===== config.mk =====
export PLATFORM = sky130hd
export DESIGN_NAME = power_of_d_dispatcher_with_idle_memory
export DESIGN_NICKNAME = d
export VERILOG_FILES = /design/src/hdl/pdd_pkg.sv /design/src/hdl/power_of_d_dispatcher_with_idle_memory.sv /design/src/hdl/pdd_ram.sv /design/src/hdl/pdd_draw.sv /design/src/hdl/pdd_ctrl.sv /design/src/hdl/pdd_dp.sv
export SDC_FILE = /design/constraint.sdc
export NUM_CORES = 1
export LEC_CHECK = 0
export ABC_AREA = 1
export BUFFER_PORTS_ARGS = -buffer_cell sky130_fd_sc_hd__buf_2
export CORE_MARGIN = 3
export CORE_UTILIZATION = 25
export CTS_BUF_LIST = sky130_fd_sc_hd__clkbuf_4
export DETAILED_ROUTE_END_ITERATION = 8
export HOLD_SLACK_MARGIN = 0.03
export MAX_ROUTING_LAYER = met4
export SLEW_MARGIN = 15
export SYNTH_ARGS = -nofsm -noshare
export SYNTH_HDL_FRONTEND = slang
export SYNTH_SLANG_ARGS = --single-unit

===== constraint.sdc =====
create_clock -name clk -period 9.7 [get_ports clk]
set_input_delay 1.94 -clock clk [delete_from_list [all_inputs] [get_ports clk]]
set_output_delay 1.94 -clock clk [all_outputs]
set_load 0.05 [all_outputs]

===== src/hdl/pdd_pkg.sv =====
// ----------------------------------------------------------------------------
// pdd_pkg
// shared types and constants of the power-of-d dispatcher
// ----------------------------------------------------------------------------
`default_nettype none

package pdd_pkg;

  localparam int DEF_MAX_SERVERS = 16;
  localparam int DEF_MAX_SAMPLES = 8;
  localparam int DEF_MAX_IDLE    = 16;
  localparam int DEF_COUNT_WIDTH = 16;

  localparam logic [31:0] LFSR_TAPS = 32'h8020_0003;

  localparam int CFG_INDEX_WIDTH = 3;
  localparam int CFG_DATA_WIDTH  = 32;

  typedef enum logic [CFG_INDEX_WIDTH-1:0] {
    CFG_NUM_SERVERS   = 3'd0,
    CFG_SAMPLE_COUNT  = 3'd1,
    CFG_IDLE_LIMIT    = 3'd2,
    CFG_MEMORY_ENABLE = 3'd3,
    CFG_RANDOM_SEED   = 3'd4
  } cfg_index_t;

  typedef enum logic [1:0] {
    MODE_ARRIVAL  = 2'd0,
    MODE_COMPLETE = 2'd1,
    MODE_RESTART  = 2'd2
  } mode_t;

  typedef enum logic [1:0] {
    KIND_DISPATCH = 2'd0,
    KIND_COMPLETE = 2'd1,
    KIND_RESTART  = 2'd2
  } kind_t;

  typedef enum logic [4:0] {
    S_IDLE,
    S_DECODE,
    S_RESTART,
    S_BAD,
    S_CRD,
    S_CWR,
    S_MDRAW,
    S_MWAIT,
    S_MRD,
    S_MSEL,
    S_PINIT,
    S_PDRAW,
    S_PWAIT,
    S_PRD,
    S_PCRD,
    S_PCMP,
    S_SHRD,
    S_SHWR,
    S_PNEXT,
    S_PSEL,
    S_DROP,
    S_INCRD,
    S_INCWR,
    S_DONE
  } state_t;

  typedef enum logic [4:0] {
    OP_NONE,
    OP_LOAD,
    OP_PREP,
    OP_RESTART,
    OP_BAD,
    OP_CNT_RD_SID,
    OP_COMPLETE,
    OP_DRAW_IDLE,
    OP_DRAW_POOL,
    OP_IDLE_RD_DRAW,
    OP_SEL_MEM,
    OP_POOL_INIT,
    OP_POOL_RD,
    OP_PCNT_RD,
    OP_PCMP,
    OP_SHRD,
    OP_SHWR,
    OP_PNEXT,
    OP_SEL_SAMPLE,
    OP_DROP,
    OP_DROP_END,
    OP_INC,
    OP_EMIT
  } op_t;

  typedef struct packed {
    op_t op;
  } dp_cmd_t;

  typedef struct packed {
    mode_t mode;
    logic  bad;
    logic  use_mem;
    logic  draw_busy;
    logic  pinit_last;
    logic  shift_more;
    logic  shift_more2;
    logic  k_last;
    logic  drop_done;
    logic  out_busy;
  } dp_status_t;

endpackage

`default_nettype wire


===== src/hdl/power_of_d_dispatcher_with_idle_memory.sv =====
// ----------------------------------------------------------------------------
// power_of_d_dispatcher_with_idle_memory
// job dispatcher with per-server job counts and a remembered idle list
// ----------------------------------------------------------------------------
// One item is worked at a time. Each random draw runs the bit-serial
// remainder unit (32 steps). Both kinds of dispatch end with a compaction
// pass that walks the idle list; a sampled dispatch for n servers and d
// samples also rebuilds the pool and shifts its entries, going through a
// pool memory with one write port and one read port. A finished result sits
// in the output register while the next item is taken; a result still
// waiting there holds the next one in its last state.
`default_nettype none

module power_of_d_dispatcher_with_idle_memory #(
  parameter int MAX_SERVERS = pdd_pkg::DEF_MAX_SERVERS,
  parameter int MAX_SAMPLES = pdd_pkg::DEF_MAX_SAMPLES,
  parameter int MAX_IDLE    = pdd_pkg::DEF_MAX_IDLE,
  parameter int COUNT_WIDTH = pdd_pkg::DEF_COUNT_WIDTH
) (
  input  wire logic                                clk,
  input  wire logic                                rst,
  input  wire logic                                cfg_we,
  input  wire logic [pdd_pkg::CFG_INDEX_WIDTH-1:0] cfg_index,
  input  wire logic [pdd_pkg::CFG_DATA_WIDTH-1:0]  cfg_data,
  input  wire logic                                s_tvalid,
  output logic                                     s_tready,
  input  wire logic [7:0]                          s_tdata,  // completing server, idle flag
  input  wire logic [1:0]                          s_tuser,  // mode
  output logic                                     m_tvalid,
  input  wire logic                                m_tready,
  output logic [23:0]                              m_tdata,  // chosen_server, job_count, bad_server
  output logic [1:0]                               m_tuser   // kind
);

  import pdd_pkg::*;

  dp_cmd_t    cmd;
  dp_status_t status;
  logic [3:0]  out_srv;
  logic [15:0] out_cnt;
  logic        out_bad;

  pdd_ctrl u_ctrl (
    .clk(clk), .rst(rst), .in_valid(s_tvalid), .in_ready(s_tready),
    .status(status), .cmd(cmd)
  );

  pdd_dp #(
    .MAX_SERVERS(MAX_SERVERS), .MAX_SAMPLES(MAX_SAMPLES),
    .MAX_IDLE(MAX_IDLE), .COUNT_WIDTH(COUNT_WIDTH)
  ) u_dp (
    .clk(clk), .rst(rst),
    .cfg_we(cfg_we), .cfg_index(cfg_index), .cfg_data(cfg_data),
    .in_mode(s_tuser), .in_sid(s_tdata[3:0]), .in_idle(s_tdata[4]),
    .cmd(cmd), .status(status),
    .out_valid(m_tvalid), .out_ready(m_tready),
    .out_kind(m_tuser), .out_srv(out_srv), .out_cnt(out_cnt), .out_bad(out_bad)
  );

  assign m_tdata = {3'd0, out_bad, out_cnt, out_srv};

endmodule

`default_nettype wire


===== src/hdl/pdd_ram.sv =====
// ----------------------------------------------------------------------------
// pdd_ram
// generic single-write, single-read ram with registered read
// ----------------------------------------------------------------------------
`default_nettype none

module pdd_ram #(
  parameter int WIDTH = 8,
  parameter int DEPTH = 16
) (
  input  wire logic                                 clk,
  input  wire logic                                 we,
  input  wire logic [(DEPTH > 1 ? $clog2(DEPTH) : 1)-1:0] waddr,
  input  wire logic [WIDTH-1:0]                     wdata,
  input  wire logic [(DEPTH > 1 ? $clog2(DEPTH) : 1)-1:0] raddr,
  output logic      [WIDTH-1:0]                     rdata
);

  logic [WIDTH-1:0] mem [DEPTH];

  always_ff @(posedge clk) begin
    if (we) begin
      mem[waddr] <= wdata;
    end
    rdata <= mem[raddr];
  end

endmodule

`default_nettype wire


===== src/hdl/pdd_draw.sv =====
// ----------------------------------------------------------------------------
// pdd_draw
// galois lfsr with a bit-serial remainder unit, one quotient bit per cycle
// ----------------------------------------------------------------------------
`default_nettype none

module pdd_draw #(
  parameter int ZW = 5
) (
  input  wire logic          clk,
  input  wire logic          rst,
  input  wire logic          load,
  input  wire logic [31:0]   seed,
  input  wire logic          start,
  input  wire logic [ZW-1:0] size,
  output logic               busy,
  output logic [ZW-1:0]      result
);

  import pdd_pkg::*;

  logic [31:0]   lfsr;
  logic [31:0]   dividend;
  logic [ZW:0]   rem;
  logic [5:0]    cnt;
  logic [ZW-1:0] size_q;
  logic [31:0]   lfsr_next;
  logic [ZW:0]   rem_sh;
  logic [ZW:0]   rem_next;

  always_comb begin
    lfsr_next = {1'b0, lfsr[31:1]} ^ (lfsr[0] ? LFSR_TAPS : 32'd0);
    rem_sh    = {rem[ZW-1:0], dividend[31]};
    rem_next  = (rem_sh >= {1'b0, size_q}) ? rem_sh - {1'b0, size_q} : rem_sh;
  end

  always_ff @(posedge clk) begin
    if (rst) begin
      lfsr <= 32'd1;
      busy <= 1'b0;
      cnt  <= 6'd0;
    end else if (load) begin
      lfsr <= (seed == 32'd0) ? 32'd1 : seed;
    end else if (start) begin
      lfsr     <= lfsr_next;
      dividend <= lfsr_next;
      size_q   <= size;
      rem      <= '0;
      cnt      <= 6'd32;
      busy     <= 1'b1;
    end else if (busy) begin
      rem      <= rem_next;
      dividend <= {dividend[30:0], 1'b0};
      cnt      <= cnt - 6'd1;
      if (cnt == 6'd1) begin
        busy <= 1'b0;
      end
    end
  end

  assign result = rem[ZW-1:0];

endmodule

`default_nettype wire


===== src/hdl/pdd_ctrl.sv =====
// ----------------------------------------------------------------------------
// pdd_ctrl
// sequencer for arrival, completion and restart items
// ----------------------------------------------------------------------------
`default_nettype none

module pdd_ctrl (
  input  wire logic                clk,
  input  wire logic                rst,
  input  wire logic                in_valid,
  output logic                     in_ready,
  input  wire pdd_pkg::dp_status_t status,
  output pdd_pkg::dp_cmd_t         cmd
);

  import pdd_pkg::*;

  state_t state;
  state_t state_next;

  always_ff @(posedge clk) begin
    if (rst) begin
      state <= S_IDLE;
    end else begin
      state <= state_next;
    end
  end

  always_comb begin
    state_next = state;
    case (state)
      S_IDLE:    if (in_valid) state_next = S_DECODE;
      S_DECODE: begin
        case (status.mode)
          MODE_ARRIVAL:  state_next = status.use_mem ? S_MDRAW : S_PINIT;
          MODE_COMPLETE: state_next = status.bad ? S_BAD : S_CRD;
          MODE_RESTART:  state_next = S_RESTART;
          default:       state_next = S_IDLE;
        endcase
      end
      S_RESTART: state_next = S_DONE;
      S_BAD:     state_next = S_DONE;
      S_CRD:     state_next = S_CWR;
      S_CWR:     state_next = S_DONE;
      S_MDRAW:   state_next = S_MWAIT;
      S_MWAIT:   if (!status.draw_busy) state_next = S_MRD;
      S_MRD:     state_next = S_MSEL;
      S_MSEL:    state_next = S_DROP;
      S_PINIT:   if (status.pinit_last) state_next = S_PDRAW;
      S_PDRAW:   state_next = S_PWAIT;
      S_PWAIT:   if (!status.draw_busy) state_next = S_PRD;
      S_PRD:     state_next = S_PCRD;
      S_PCRD:    state_next = S_PCMP;
      S_PCMP:    state_next = status.shift_more ? S_SHRD : S_PNEXT;
      S_SHRD:    state_next = S_SHWR;
      S_SHWR:    state_next = status.shift_more2 ? S_SHRD : S_PNEXT;
      S_PNEXT:   state_next = status.k_last ? S_PSEL : S_PDRAW;
      S_PSEL:    state_next = S_DROP;
      S_DROP:    if (status.drop_done) state_next = S_INCRD;
      S_INCRD:   state_next = S_INCWR;
      S_INCWR:   state_next = S_DONE;
      S_DONE:    if (!status.out_busy) state_next = S_IDLE;
      default:   state_next = S_IDLE;
    endcase
  end

  always_comb begin
    in_ready = 1'b0;
    cmd.op   = OP_NONE;
    case (state)
      S_IDLE: begin
        in_ready = 1'b1;
        if (in_valid) cmd.op = OP_LOAD;
      end
      S_DECODE:  cmd.op = OP_PREP;
      S_RESTART: cmd.op = OP_RESTART;
      S_BAD:     cmd.op = OP_BAD;
      S_CRD:     cmd.op = OP_CNT_RD_SID;
      S_CWR:     cmd.op = OP_COMPLETE;
      S_MDRAW:   cmd.op = OP_DRAW_IDLE;
      S_MRD:     cmd.op = OP_IDLE_RD_DRAW;
      S_MSEL:    cmd.op = OP_SEL_MEM;
      S_PINIT:   cmd.op = OP_POOL_INIT;
      S_PDRAW:   cmd.op = OP_DRAW_POOL;
      S_PRD:     cmd.op = OP_POOL_RD;
      S_PCRD:    cmd.op = OP_PCNT_RD;
      S_PCMP:    cmd.op = OP_PCMP;
      S_SHRD:    cmd.op = OP_SHRD;
      S_SHWR:    cmd.op = OP_SHWR;
      S_PNEXT:   cmd.op = OP_PNEXT;
      S_PSEL:    cmd.op = OP_SEL_SAMPLE;
      S_DROP:    cmd.op = OP_DROP;
      S_INCRD:   cmd.op = OP_DROP_END;
      S_INCWR:   cmd.op = OP_INC;
      S_DONE:    if (!status.out_busy) cmd.op = OP_EMIT;
      default:   cmd.op = OP_NONE;
    endcase
  end

endmodule

`default_nettype wire


===== src/hdl/pdd_dp.sv =====
// ----------------------------------------------------------------------------
// pdd_dp
// datapath: config registers, job counts, idle list, sample pool, result
// ----------------------------------------------------------------------------
`default_nettype none

module pdd_dp #(
  parameter int MAX_SERVERS = pdd_pkg::DEF_MAX_SERVERS,
  parameter int MAX_SAMPLES = pdd_pkg::DEF_MAX_SAMPLES,
  parameter int MAX_IDLE    = pdd_pkg::DEF_MAX_IDLE,
  parameter int COUNT_WIDTH = pdd_pkg::DEF_COUNT_WIDTH
) (
  input  wire logic                                  clk,
  input  wire logic                                  rst,
  input  wire logic                                  cfg_we,
  input  wire logic [pdd_pkg::CFG_INDEX_WIDTH-1:0]   cfg_index,
  input  wire logic [pdd_pkg::CFG_DATA_WIDTH-1:0]    cfg_data,
  input  wire logic [1:0]                            in_mode,
  input  wire logic [3:0]                            in_sid,
  input  wire logic                                  in_idle,
  input  wire pdd_pkg::dp_cmd_t                      cmd,
  output pdd_pkg::dp_status_t                        status,
  output logic                                       out_valid,
  input  wire logic                                  out_ready,
  output logic [1:0]                                 out_kind,
  output logic [3:0]                                 out_srv,
  output logic [15:0]                                out_cnt,
  output logic                                       out_bad
);

  import pdd_pkg::*;

  localparam int SW = $clog2(MAX_SERVERS);
  localparam int NW = $clog2(MAX_SERVERS + 1);
  localparam int IW = (MAX_IDLE > 1) ? $clog2(MAX_IDLE) : 1;
  localparam int LW = $clog2(MAX_IDLE + 1);
  localparam int DW = $clog2(MAX_SAMPLES + 1);
  localparam int ZW = (NW > LW) ? NW : LW;
  localparam int CW = COUNT_WIDTH;

  // configuration
  logic [4:0]  num_servers;
  logic [3:0]  sample_count;
  logic [4:0]  idle_limit;
  logic        memory_enable;
  logic [31:0] random_seed;

  always_ff @(posedge clk) begin
    if (rst) begin
      num_servers   <= 5'd16;
      sample_count  <= 4'd2;
      idle_limit    <= 5'd16;
      memory_enable <= 1'b1;
      random_seed   <= 32'd1;
    end else if (cfg_we) begin
      case (cfg_index_t'(cfg_index))
        CFG_NUM_SERVERS:   num_servers   <= cfg_data[4:0];
        CFG_SAMPLE_COUNT:  sample_count  <= cfg_data[3:0];
        CFG_IDLE_LIMIT:    idle_limit    <= cfg_data[4:0];
        CFG_MEMORY_ENABLE: memory_enable <= cfg_data[0];
        CFG_RANDOM_SEED:   random_seed   <= cfg_data[31:0];
        default: ;
      endcase
    end
  end

  // effective settings
  logic [31:0]   n32, d32, lim32, rlen32;
  logic [NW-1:0] n_eff;
  logic [DW-1:0] d_eff;
  logic [LW-1:0] lim_eff;

  always_comb begin
    n32 = {27'd0, num_servers};
    if (n32 < 32'd1) n32 = 32'd1;
    if (n32 > 32'(MAX_SERVERS)) n32 = 32'(MAX_SERVERS);
    d32 = {28'd0, sample_count};
    if (d32 < 32'd1) d32 = 32'd1;
    if (d32 > 32'(MAX_SAMPLES)) d32 = 32'(MAX_SAMPLES);
    if (d32 > n32) d32 = n32;
    lim32 = {27'd0, idle_limit};
    if (lim32 > 32'(MAX_IDLE)) lim32 = 32'(MAX_IDLE);
    rlen32 = (lim32 > n32) ? n32 : lim32;
    n_eff   = NW'(n32);
    d_eff   = DW'(d32);
    lim_eff = LW'(lim32);
  end

  // reset contents of the idle list
  logic [SW-1:0] idle_init [MAX_IDLE];
  for (genvar g = 0; g < MAX_IDLE; g++) begin : g_idle_init
    assign idle_init[g] = SW'(g % MAX_SERVERS);
  end

  // item and working registers
  mode_t         mode_q;
  logic [3:0]    sid_q;
  logic          idle_q;
  logic [LW-1:0] len;
  logic [NW-1:0] left;
  logic [DW-1:0] k;
  logic [SW-1:0] idx;
  logic [SW-1:0] j;
  logic [LW-1:0] rptr;
  logic [LW-1:0] wptr;
  logic          rd_pend;
  logic [SW-1:0] cand;
  logic [SW-1:0] best;
  logic [CW-1:0] bestc;
  logic [SW-1:0] srv;
  logic [MAX_SERVERS-1:0] cvalid;
  logic [MAX_IDLE-1:0]    ivalid;
  logic [1:0]    res_kind;
  logic [3:0]    res_srv;
  logic [15:0]   res_cnt;
  logic          res_bad;

  // memories
  logic          c_we;
  logic [SW-1:0] c_waddr, c_raddr, c_raddr_q;
  logic [CW-1:0] c_wdata, c_rdata, c_val;
  logic          i_we;
  logic [IW-1:0] i_waddr, i_raddr, i_raddr_q;
  logic [SW-1:0] i_wdata, i_rdata, i_val;
  logic          p_we;
  logic [SW-1:0] p_waddr, p_raddr, p_wdata, p_rdata;

  pdd_ram #(.WIDTH(CW), .DEPTH(MAX_SERVERS)) u_counts (
    .clk(clk), .we(c_we), .waddr(c_waddr), .wdata(c_wdata),
    .raddr(c_raddr), .rdata(c_rdata)
  );

  pdd_ram #(.WIDTH(SW), .DEPTH(MAX_IDLE)) u_idle (
    .clk(clk), .we(i_we), .waddr(i_waddr), .wdata(i_wdata),
    .raddr(i_raddr), .rdata(i_rdata)
  );

  pdd_ram #(.WIDTH(SW), .DEPTH(MAX_SERVERS)) u_pool (
    .clk(clk), .we(p_we), .waddr(p_waddr), .wdata(p_wdata),
    .raddr(p_raddr), .rdata(p_rdata)
  );

  assign c_val = cvalid[c_raddr_q] ? c_rdata : '0;
  assign i_val = ivalid[i_raddr_q] ? i_rdata : idle_init[i_raddr_q];

  // random draws
  logic          draw_load, draw_start, draw_busy;
  logic [ZW-1:0] draw_size, draw_res;

  pdd_draw #(.ZW(ZW)) u_draw (
    .clk(clk), .rst(rst), .load(draw_load), .seed(random_seed),
    .start(draw_start), .size(draw_size), .busy(draw_busy), .result(draw_res)
  );

  logic [CW-1:0] dec_val, inc_val;
  assign dec_val = (c_val == '0) ? '0 : c_val - CW'(1);
  assign inc_val = (c_val == {CW{1'b1}}) ? c_val : c_val + CW'(1);

  always_comb begin
    c_we = 1'b0; c_waddr = '0; c_wdata = '0; c_raddr = '0;
    i_we = 1'b0; i_waddr = '0; i_wdata = '0; i_raddr = '0;
    p_we = 1'b0; p_waddr = '0; p_wdata = '0; p_raddr = '0;
    draw_load = 1'b0; draw_start = 1'b0; draw_size = '0;
    case (cmd.op)
      OP_RESTART: draw_load = 1'b1;
      OP_CNT_RD_SID: c_raddr = SW'(sid_q);
      OP_COMPLETE: begin
        c_we    = 1'b1;
        c_waddr = SW'(sid_q);
        c_wdata = dec_val;
        if (idle_q && (len < lim_eff)) begin
          i_we    = 1'b1;
          i_waddr = IW'(len);
          i_wdata = SW'(sid_q);
        end
      end
      OP_DRAW_IDLE: begin
        draw_start = 1'b1;
        draw_size  = ZW'(len);
      end
      OP_DRAW_POOL: begin
        draw_start = 1'b1;
        draw_size  = ZW'(left);
      end
      OP_IDLE_RD_DRAW: i_raddr = IW'(draw_res);
      OP_POOL_INIT: begin
        p_we    = 1'b1;
        p_waddr = idx;
        p_wdata = idx;
      end
      OP_POOL_RD: p_raddr = SW'(draw_res);
      OP_PCNT_RD: c_raddr = p_rdata;
      OP_SHRD:    p_raddr = j + SW'(1);
      OP_SHWR: begin
        p_we    = 1'b1;
        p_waddr = j;
        p_wdata = p_rdata;
      end
      OP_DROP: begin
        // compaction walk: read one entry ahead, keep those that differ
        if (rd_pend && (i_val != srv)) begin
          i_we    = 1'b1;
          i_waddr = IW'(wptr);
          i_wdata = i_val;
        end
        if (rptr < len) i_raddr = IW'(rptr);
      end
      OP_DROP_END: c_raddr = srv;
      OP_INC: begin
        c_we    = 1'b1;
        c_waddr = srv;
        c_wdata = inc_val;
      end
      default: ;
    endcase
  end

  always_ff @(posedge clk) begin
    c_raddr_q <= c_raddr;
    i_raddr_q <= i_raddr;
    if (rst) begin
      cvalid    <= '0;
      ivalid    <= '0;
      len       <= LW'(MAX_IDLE < 16 ? MAX_IDLE : 16);
      rd_pend   <= 1'b0;
      out_valid <= 1'b0;
    end else begin
      if (out_valid && out_ready) out_valid <= 1'b0;
      if (c_we) cvalid[c_waddr] <= 1'b1;
      if (i_we) ivalid[i_waddr] <= 1'b1;
      case (cmd.op)
        OP_LOAD: begin
          mode_q <= mode_t'(in_mode);
          sid_q  <= in_sid;
          idle_q <= in_idle;
        end
        OP_PREP: begin
          idx     <= '0;
          left    <= n_eff;
          k       <= '0;
          rptr    <= '0;
          wptr    <= '0;
          rd_pend <= 1'b0;
        end
        OP_RESTART: begin
          cvalid   <= '0;
          ivalid   <= '0;
          len      <= LW'(rlen32);
          res_kind <= KIND_RESTART;
          res_srv  <= 4'd0;
          res_cnt  <= 16'd0;
          res_bad  <= 1'b0;
        end
        OP_BAD: begin
          res_kind <= KIND_COMPLETE;
          res_srv  <= sid_q;
          res_cnt  <= 16'd0;
          res_bad  <= 1'b1;
        end
        OP_COMPLETE: begin
          if (idle_q && (len < lim_eff)) len <= len + LW'(1);
          res_kind <= KIND_COMPLETE;
          res_srv  <= sid_q;
          res_cnt  <= 16'(dec_val);
          res_bad  <= 1'b0;
        end
        OP_SEL_MEM:   srv <= i_val;
        OP_POOL_INIT: idx <= idx + SW'(1);
        OP_POOL_RD:   j   <= SW'(draw_res);
        OP_PCNT_RD:   cand <= p_rdata;
        OP_PCMP: begin
          if ((k == '0) || (c_val < bestc)) begin
            best  <= cand;
            bestc <= c_val;
          end
        end
        OP_SHWR: j <= j + SW'(1);
        OP_PNEXT: begin
          left <= left - NW'(1);
          k    <= k + DW'(1);
        end
        OP_SEL_SAMPLE: srv <= best;
        OP_DROP: begin
          if (rd_pend && (i_val != srv)) wptr <= wptr + LW'(1);
          if (rptr < len) begin
            rptr    <= rptr + LW'(1);
            rd_pend <= 1'b1;
          end else begin
            rd_pend <= 1'b0;
          end
        end
        OP_DROP_END: len <= wptr;
        OP_INC: begin
          res_kind <= KIND_DISPATCH;
          res_srv  <= 4'(srv);
          res_cnt  <= 16'(inc_val);
          res_bad  <= 1'b0;
        end
        OP_EMIT: begin
          out_valid <= 1'b1;
          out_kind  <= res_kind;
          out_srv   <= res_srv;
          out_cnt   <= res_cnt;
          out_bad   <= res_bad;
        end
        default: ;
      endcase
    end
  end

  always_comb begin
    status.mode        = mode_q;
    status.bad         = ({28'd0, sid_q} >= n32);
    status.use_mem     = memory_enable && (len != '0);
    status.draw_busy   = draw_busy;
    status.pinit_last  = (32'(idx) + 32'd1 == n32);
    status.shift_more  = (32'(j) + 32'd1 < 32'(left));
    status.shift_more2 = (32'(j) + 32'd2 < 32'(left));
    status.k_last      = (32'(k) + 32'd1 == 32'(d_eff));
    status.drop_done   = !(rptr < len) && !rd_pend;
    status.out_busy    = out_valid && !out_ready;
  end

endmodule

`default_nettype wire

# After elaboration in Yosys (flattened, before gate mapping)
# Memory sizes are Yosys's and may differ from the RTL's. A register that Yosys moved wholly into a read port is not among the register bits.
# Index checks and enable logic that the tools add are counted.
# totals
in_bits	50
register_bits	288
mem_bits_ro	64
output_inout_bits	28
ram_bits	384
memories	4
word_cells	312
# mem_list
name	depth	width	read_ports	rd_ports_with_merged_regs	wr	line	source
u_dp.u_counts.mem	16	16	1	1	1	pdd_ram.sv:19	logic [WIDTH-1:0] mem [DEPTH];
(no name shown)	16	4	1	0	0	pdd_dp.sv:144	assign i_val = ivalid[i_raddr_q] ? i_rdata : idle_init[i_raddr_q];
u_dp.u_idle.mem	16	4	1	1	1	pdd_ram.sv:19	
u_dp.u_pool.mem	16	4	1	1	1	pdd_ram.sv:19	
# classes
n_bitwise	6
addsub	15
order_cmp	21
muxes	98
n_eq_ne	65
reduce_logical	63
# ops
operator	count
$mux W32	6
$pmux W5 S22	1
$pmux W5 S20	1
$pmux W4 S2	11
$mux W5	17
$eq A5 B4 Y1 const B	16
$eq A5 B5 Y1 const B	15
$lt A32 B5 Y1	2
$mux W16	3
$mux W4	12
$pmux W16 S3	1
$eq A5 B3 Y1 const B	8
$pmux W5 S2	4
$reduce_and A2 Y1	17
$eq A32 B4 Y1	1
$logic_not A32 Y1	1
$or A16 B16 Y16	2
$pmux W16 S2	1
$xor A31 B32 Y32	1
$pmux W5 S3	2
$mux W1	24
$pmux W4 S3	2
$eq A5 B2 Y1 const B	4
$lt A4 B5 Y1 const B	4
58 further kinds	112

# Longest topological paths before layout
# logic_depth
word_depth	14
mapped_depth	19
depth_no_buf	19

# Hierarchy
# From an unflattened synthesis, not the netlist that was laid out.
# unflattened
cells_unflattened	3587
area_unflattened_um2	32801.5
# modules_own_cells
mod	instances	area_per_inst_um2	seq_area_each_um2	cells_each
pdd_ram at u_dp.u_counts	1	11380.9	8007.7	1074
pdd_dp	1	10837.9	5124.9	1306
pdd_ram at u_dp.u_idle ...	2	2966.6	2001.9	290
pdd_draw	1	3849.9	2042.0	475
pdd_ctrl	1	765.7	100.1	147
power_of_d_dispatcher_with_idle_memory	1	33.8	0.0	5

# Least setup slack after synthesis
# No wires, ideal clock.
# synth_path
path_kind	input to register
start	input port rst
end	register u_dp.u_draw.dividend[0] (enable)
path_slack_ns	5.814
cell_stages	6
required_ns	9.308
path_buffers	3
t_arrival_ns	3.494
setup_time_ns	0.392
cell_sequence	clkbuf_1 > inv_1 > clkbuf_1 > clkbuf_1 > nand2_1 > inv_1
# synth_between
elab_chain_len	2
# synth_lines
item	line	source
from (decl)	power_of_d_dispatcher_with_idle_memory.sv:21	input wire logic rst,
$not A1 Y1 (no line)	-	
$reduce_and A3 Y1 (no line)	-	
to (signal assigned)	pdd_draw.sv:46	dividend <= lfsr_next;
to (signal assigned)	pdd_draw.sv:53	dividend <= {dividend[30:0], 1'b0};
to (decl)	pdd_draw.sv:23	logic [31:0] dividend;
# No other way between the ends.
# A chain may end at the register's enable or synchronous reset.

# Worst setup path in the final report
# layout_path
start	register u_ctrl.state[4]
end	output port s_tready
# layout_between
elab_chain_len	2
# layout_lines
item	line	source
from (decl)	pdd_ctrl.sv:18	state_t state;
from (signal assigned)	pdd_ctrl.sv:25	state <= state_next;
$logic_not A5 Y1	pdd_ctrl.sv:70	case (state)
$mux W1	pdd_ctrl.sv:70	
to (decl)	power_of_d_dispatcher_with_idle_memory.sv:26	output logic s_tready,
# No other way between the ends.

==> results.md <==
- The flow ran to the end, and the final reports show no timing, DRC or antenna violations.
- Setup violations remaining at the end of the flow were counted as 0.
- The final layout contains 3314 nets.
- In this run the power density over the cells is 213 nW/µm².
- The CTS tree is yes.
- The placement-stage worst setup slack is approximately 4.8 ns.
- The number of pins with negative max-slew slack in the final report is 0.
- The number of buffers and inverters on the critical path is 1.
- The die footprint is 128000 µm².
- Based on the critical path, the design can be clocked at up to 0.224 GHz.
- In this design, the stage delay of the slowest critical-path cell is 0.44 ns.
- Once layout is done, the placed cells without fillers occupy 35500 µm².
- After clock tree synthesis, the clock-pin slew on the worst setup and hold paths is around 0.070 ns.
- Global routing used 12.2% of the available tracks.
- The critical register-to-register path endpoint is u_dp.u_counts.mem[1][14]$_DFFE_PP_.
- Summed over all instances, the cell type with the most area after synthesis is sky130_fd_sc_hd__edfxtp_1.
- In this run the horizontal extent of the chip is 358 µm.
- Sorting the synthesized cells by area gives the leading types as sky130_fd_sc_hd__edfxtp_1 52%, sky130_fd_sc_hd__dfxtp_1 10%, sky130_fd_sc_hd__nand2_1 5.5%.
- met2 is the most crowded layer.
- The H-tree generated during clock tree synthesis spans 4 levels.
- The total vias in the final route is 22000.
- Among all flip-flop cells after synthesis, the most frequent one is sky130_fd_sc_hd__edfxtp_1.
- The startpoint of the most critical register-to-register path is u_dp.c_raddr_q[0]$_DFF_P_.
- The final routed wire length divided by cell count is 15.3 µm.
- The sum of net half-perimeters after detailed placement is 48200 µm.
- The class of the tightest hold or removal check is flip-flop to flip-flop.
- Setup repair after global routing left no endpoint under its margin.
- The data required time at the worst endpoint is 7.76 ns.
- The part of the cycle the worst path needs is 45.9%.
- Pin placement for this block handled 78 I/O pins.
- In this run the remaining antenna-violating nets after routing total 0.
- The critical path is of the flip-flop to primary output type.
- The largest net degree at the start of global routing is 258.
- Summed over all cells, the static leakage comes to 13.6 nW.
- After synthesis, the share of flip-flops with an asynchronous set or reset is 0%.
- The depth of the most critical reg-to-reg path is 17.
- Compared with the post-synthesis result, the final layout area differs by 14.8%.
- The clock latency on the worst-skew pair is roughly 1.1 ns.
- The total instance count after detailed placement is between 4000 and 5000.
- In this design, the largest share of critical-path delay is due to simple AND/OR/NAND/NOR gates.
- The number of endpoints with negative hold slack in the final report is 0.
- The number of post-CTS setup repair buffers is 0.
- Cells fill just under 30% of the core in the end.
- The quantity of I/O buffers inserted on ports is 71.
- The first detailed-routing pass took 5 iterations.
- The actual transition at the worst max-transition pin is 1.22 ns.
- Max-cap violations in this run came to 0.
- Summing all placed instances gives a cell area of around 33000 µm².
- The summed negative setup slack over all endpoints is 0 ns.
- STA classifies the critical path endpoint as a primary output.
- The count of placed standard cells in the final layout, fillers left out is 4984.
- The first global-routing pass estimated 119000 µm of wire.
- For this run, global-route usage on met2 was measured as 18.9%.
- The worst setup slack for register-to-register paths is 5.30 ns.
- The met1 capacity usage during global routing is about 16%.
- The fraction of the yosys area taken by sequential cells is between 60 and 70%.
- The number of vias per cell is 4.41.
- The routability congestion estimate is 0.892.
- Summed over all layers, the routed wires come to about 76000 µm.
- The largest clock skew in the final design is approximately 0.068 ns.
- The initial core utilization is 25.3%.
- Measured against its own limit, the worst slew margin works out to between 10% and 20%.
- The post-route netlist has 15.8% of its cells at a drive strength greater than 1.
- The initial antenna violation count is 5.
- STA classifies the critical path startpoint as a flip-flop.
- The number of buffers added by the clock tree synthesis step is 180.
- The count of hold buffers inserted by post-cts repair is 0.
- The count of routing violations after the opening detailed-route iteration is 1738.
- Of all nets on the critical path, the largest fanout is 12.
- The region available for standard cell placement spans around 120000 µm².
- The worst-case IR drop observed on VDD is 91.5 µV.
- The number of design rule violations left after detail routing is 0.
- The number of enable-type register cells in the synthesized netlist is 534.
- The most repeated library cell on the critical path is sky130_fd_sc_hd__nor2_1.
- The number of distinct library cell variants in the gate-level netlist after synthesis is 60.
- Synthesis produced a netlist whose cell count is 3033.
- The cell with the most instances after synthesis is sky130_fd_sc_hd__edfxtp_1.
- In this run the vertical extent of the chip is roughly 360 µm.
- The signal on the critical path passes through nor2_1 > nand2_1 > nor2_1 > buf_2.
- Gates resized during post-CTS repair numbered 0.
- The sink count of the clock tree is 696.
- The total number of yosys warnings is 0.
- The per-instance average area after synthesis is 10.2 µm².
- The worst hold path cell count is 0.
- In this run the most critical hold path is launched from u_dp.cand[2]$_DFFE_PP_.
- The number of global-route vias before repair is 21200.
- The flip-flop and latch count after synthesis is a little under 700.
- The post-synthesis instance area is 30900 µm².
- The multi-input combinational cells in the finished layout cover a total of between 9000 and 10000 µm².
- Summing all flip-flop and latch instances after layout gives around 19000 µm².
- The area share of the largest cell type after synthesis is 51.8%.
- Global routing consumed, on the met3 layer, 2.69% of the routing resources.
- The commonest cells after synthesis are 534 x sky130_fd_sc_hd__edfxtp_1, 455 x sky130_fd_sc_hd__nand2_1, 376 x sky130_fd_sc_hd__inv_1, 346 x sky130_fd_sc_hd__nor2_1, 239 x sky130_fd_sc_hd__o21ai_0.
- The shortest clock period the worst path allows after layout is 4.46 ns.
- After layout, the worst setup slack is 5.24 ns.
- For this design, the slowest cell found on the critical path is sky130_fd_sc_hd__dfxtp_1.
- The number of fillers in the final layout is 12800.
- The root buffer cell is sky130_fd_sc_hd__clkbuf_4.
- The number of cell rows is 128.
- The longest clock path from root to sink contains 3 buffers.
- The worst min-delay path endpoint is u_dp.best[2]$_DFFE_PP_.
- The total overflow left after global routing is 0.
- Data arrives at the worst endpoint at 2.52 ns.
[state kept, by name (all words and copies together) (netlist names), 6 cells and up]
| register | flops |
|---|---|
| u_dp.cvalid | 16 |
| u_dp.u_counts.rdata | 16 |
| u_dp.u_pool.mem | 64 |
| u_dp.u_draw.cnt | 6 |
| u_dp.res_cnt | 16 |
| u_dp.u_draw.lfsr | 32 |
| u_dp.u_draw.dividend | 32 |
| u_dp.ivalid | 16 |
| u_dp.random_seed | 32 |
| u_dp.bestc | 16 |
| u_dp.u_counts.mem | 256 |
| u_dp.out_cnt | 16 |
| u_dp.u_idle.mem | 64 |
[through the flow]
step / total power [mW] / hold WS [ns]
floorplan: 4.65 / 0.400
global placement: 5.06 / 0.402
detailed placement: 5.08 / 0.405
CTS: 7.67 / 0.393
global route: 8.02 / 0.417
finish: 7.57 / 0.402
[area by class of cell]
class	instances	area share [%]
Clock buffer	278	5.88
Multi-Input combinational cell	1813	27.2
Timing Repair Buffer	107	1.80
Clock inverter	56	0.803
Antenna cell	8	0.0564
Tap cell	1625	5.72
Inverter	401	4.27
Sequential cell	696	54.3
[how the worst max path moves through the flow]
stage | from | to | slack (ns) | depth (start not counted)
finish | u_ctrl.state[4]$_SDFFE_PP0P_ | s_tready | 5.24 | 4
global route | u_dp.c_raddr_q[0]$_DFF_P_ | u_dp.u_counts.mem[0][14]$_DFFE_PP_ | 4.81 | 17
CTS | u_ctrl.state[4]$_SDFFE_PP0P_ | s_tready | 5.06 | 4
detailed placement | rst | u_dp.res_cnt[12]$_DFFE_PP_ | 4.78 | 6
global placement | rst | u_dp.res_cnt[12]$_DFFE_PP_ | 4.82 | 6
floorplan | rst | u_dp.u_draw.dividend[0]$_SDFFCE_PN0P_ | 5.81 | 6
[cells in the final DEF, fill, tap and decap left out, drive strengths merged, types with 2 or more instances in the layout]
cell      synthesis  final
nor2            366    366
buf              59    107
o22ai            35     35
nor4             12     12
dfxtp           162    162
clkbuf           66    278
diode             0      8
ha               64     64
clkinvlp          0      3
a31oi            33     33
o32ai             9      9
o221ai           23     23
a22oi             5      5
nor3b             2      2
inv             396    403
clkinv            5     51
edfxtp          534    534
xnor2             6      6
nor3             27     27
o221a             2      2
o2111ai           3      3
o21a              6      6
nand3           141    141
nand2           477    477
o21ai           265    265
o211ai           69     69
xor2             39     39
a211oi            7      7
nand4            21     21
or2               8      8
o41ai             3      3
a21oi           176    176
conb              1      3
a32o              2      2
o31ai             2      2
[per-layer routing]
layer | vias to the layer above | share of wire [%]
li1 | 10900 | -
met2 | 574 | 46
met5 | - | 0
met4 | 0 | 2.0
met3 | 127 | 5.4
met1 | 10400 | 46
[cells by family after synthesis]
logic type | share of synthesized area [%]
AND/OR/NAND/NOR | 14.7
other | 0.0121
XOR/XNOR | 1.27
adder cells (fa/ha/maj) | 2.65
flip-flops | 62.3
buffers and inverters | 6.84
AO/OA/AOI/OAI | 12.2
[power breakdown]
part / switching, mW / internal (mW) / leakage [nW]
logic: 1.06 / 0.441 / 5.57
clock network: 1.23 / 1.32 / 1.41
registers: 0.121 / 3.40 / 6.58
total: 2.41 / 5.16 / 13.6
(Power assumes the default switching activity.)
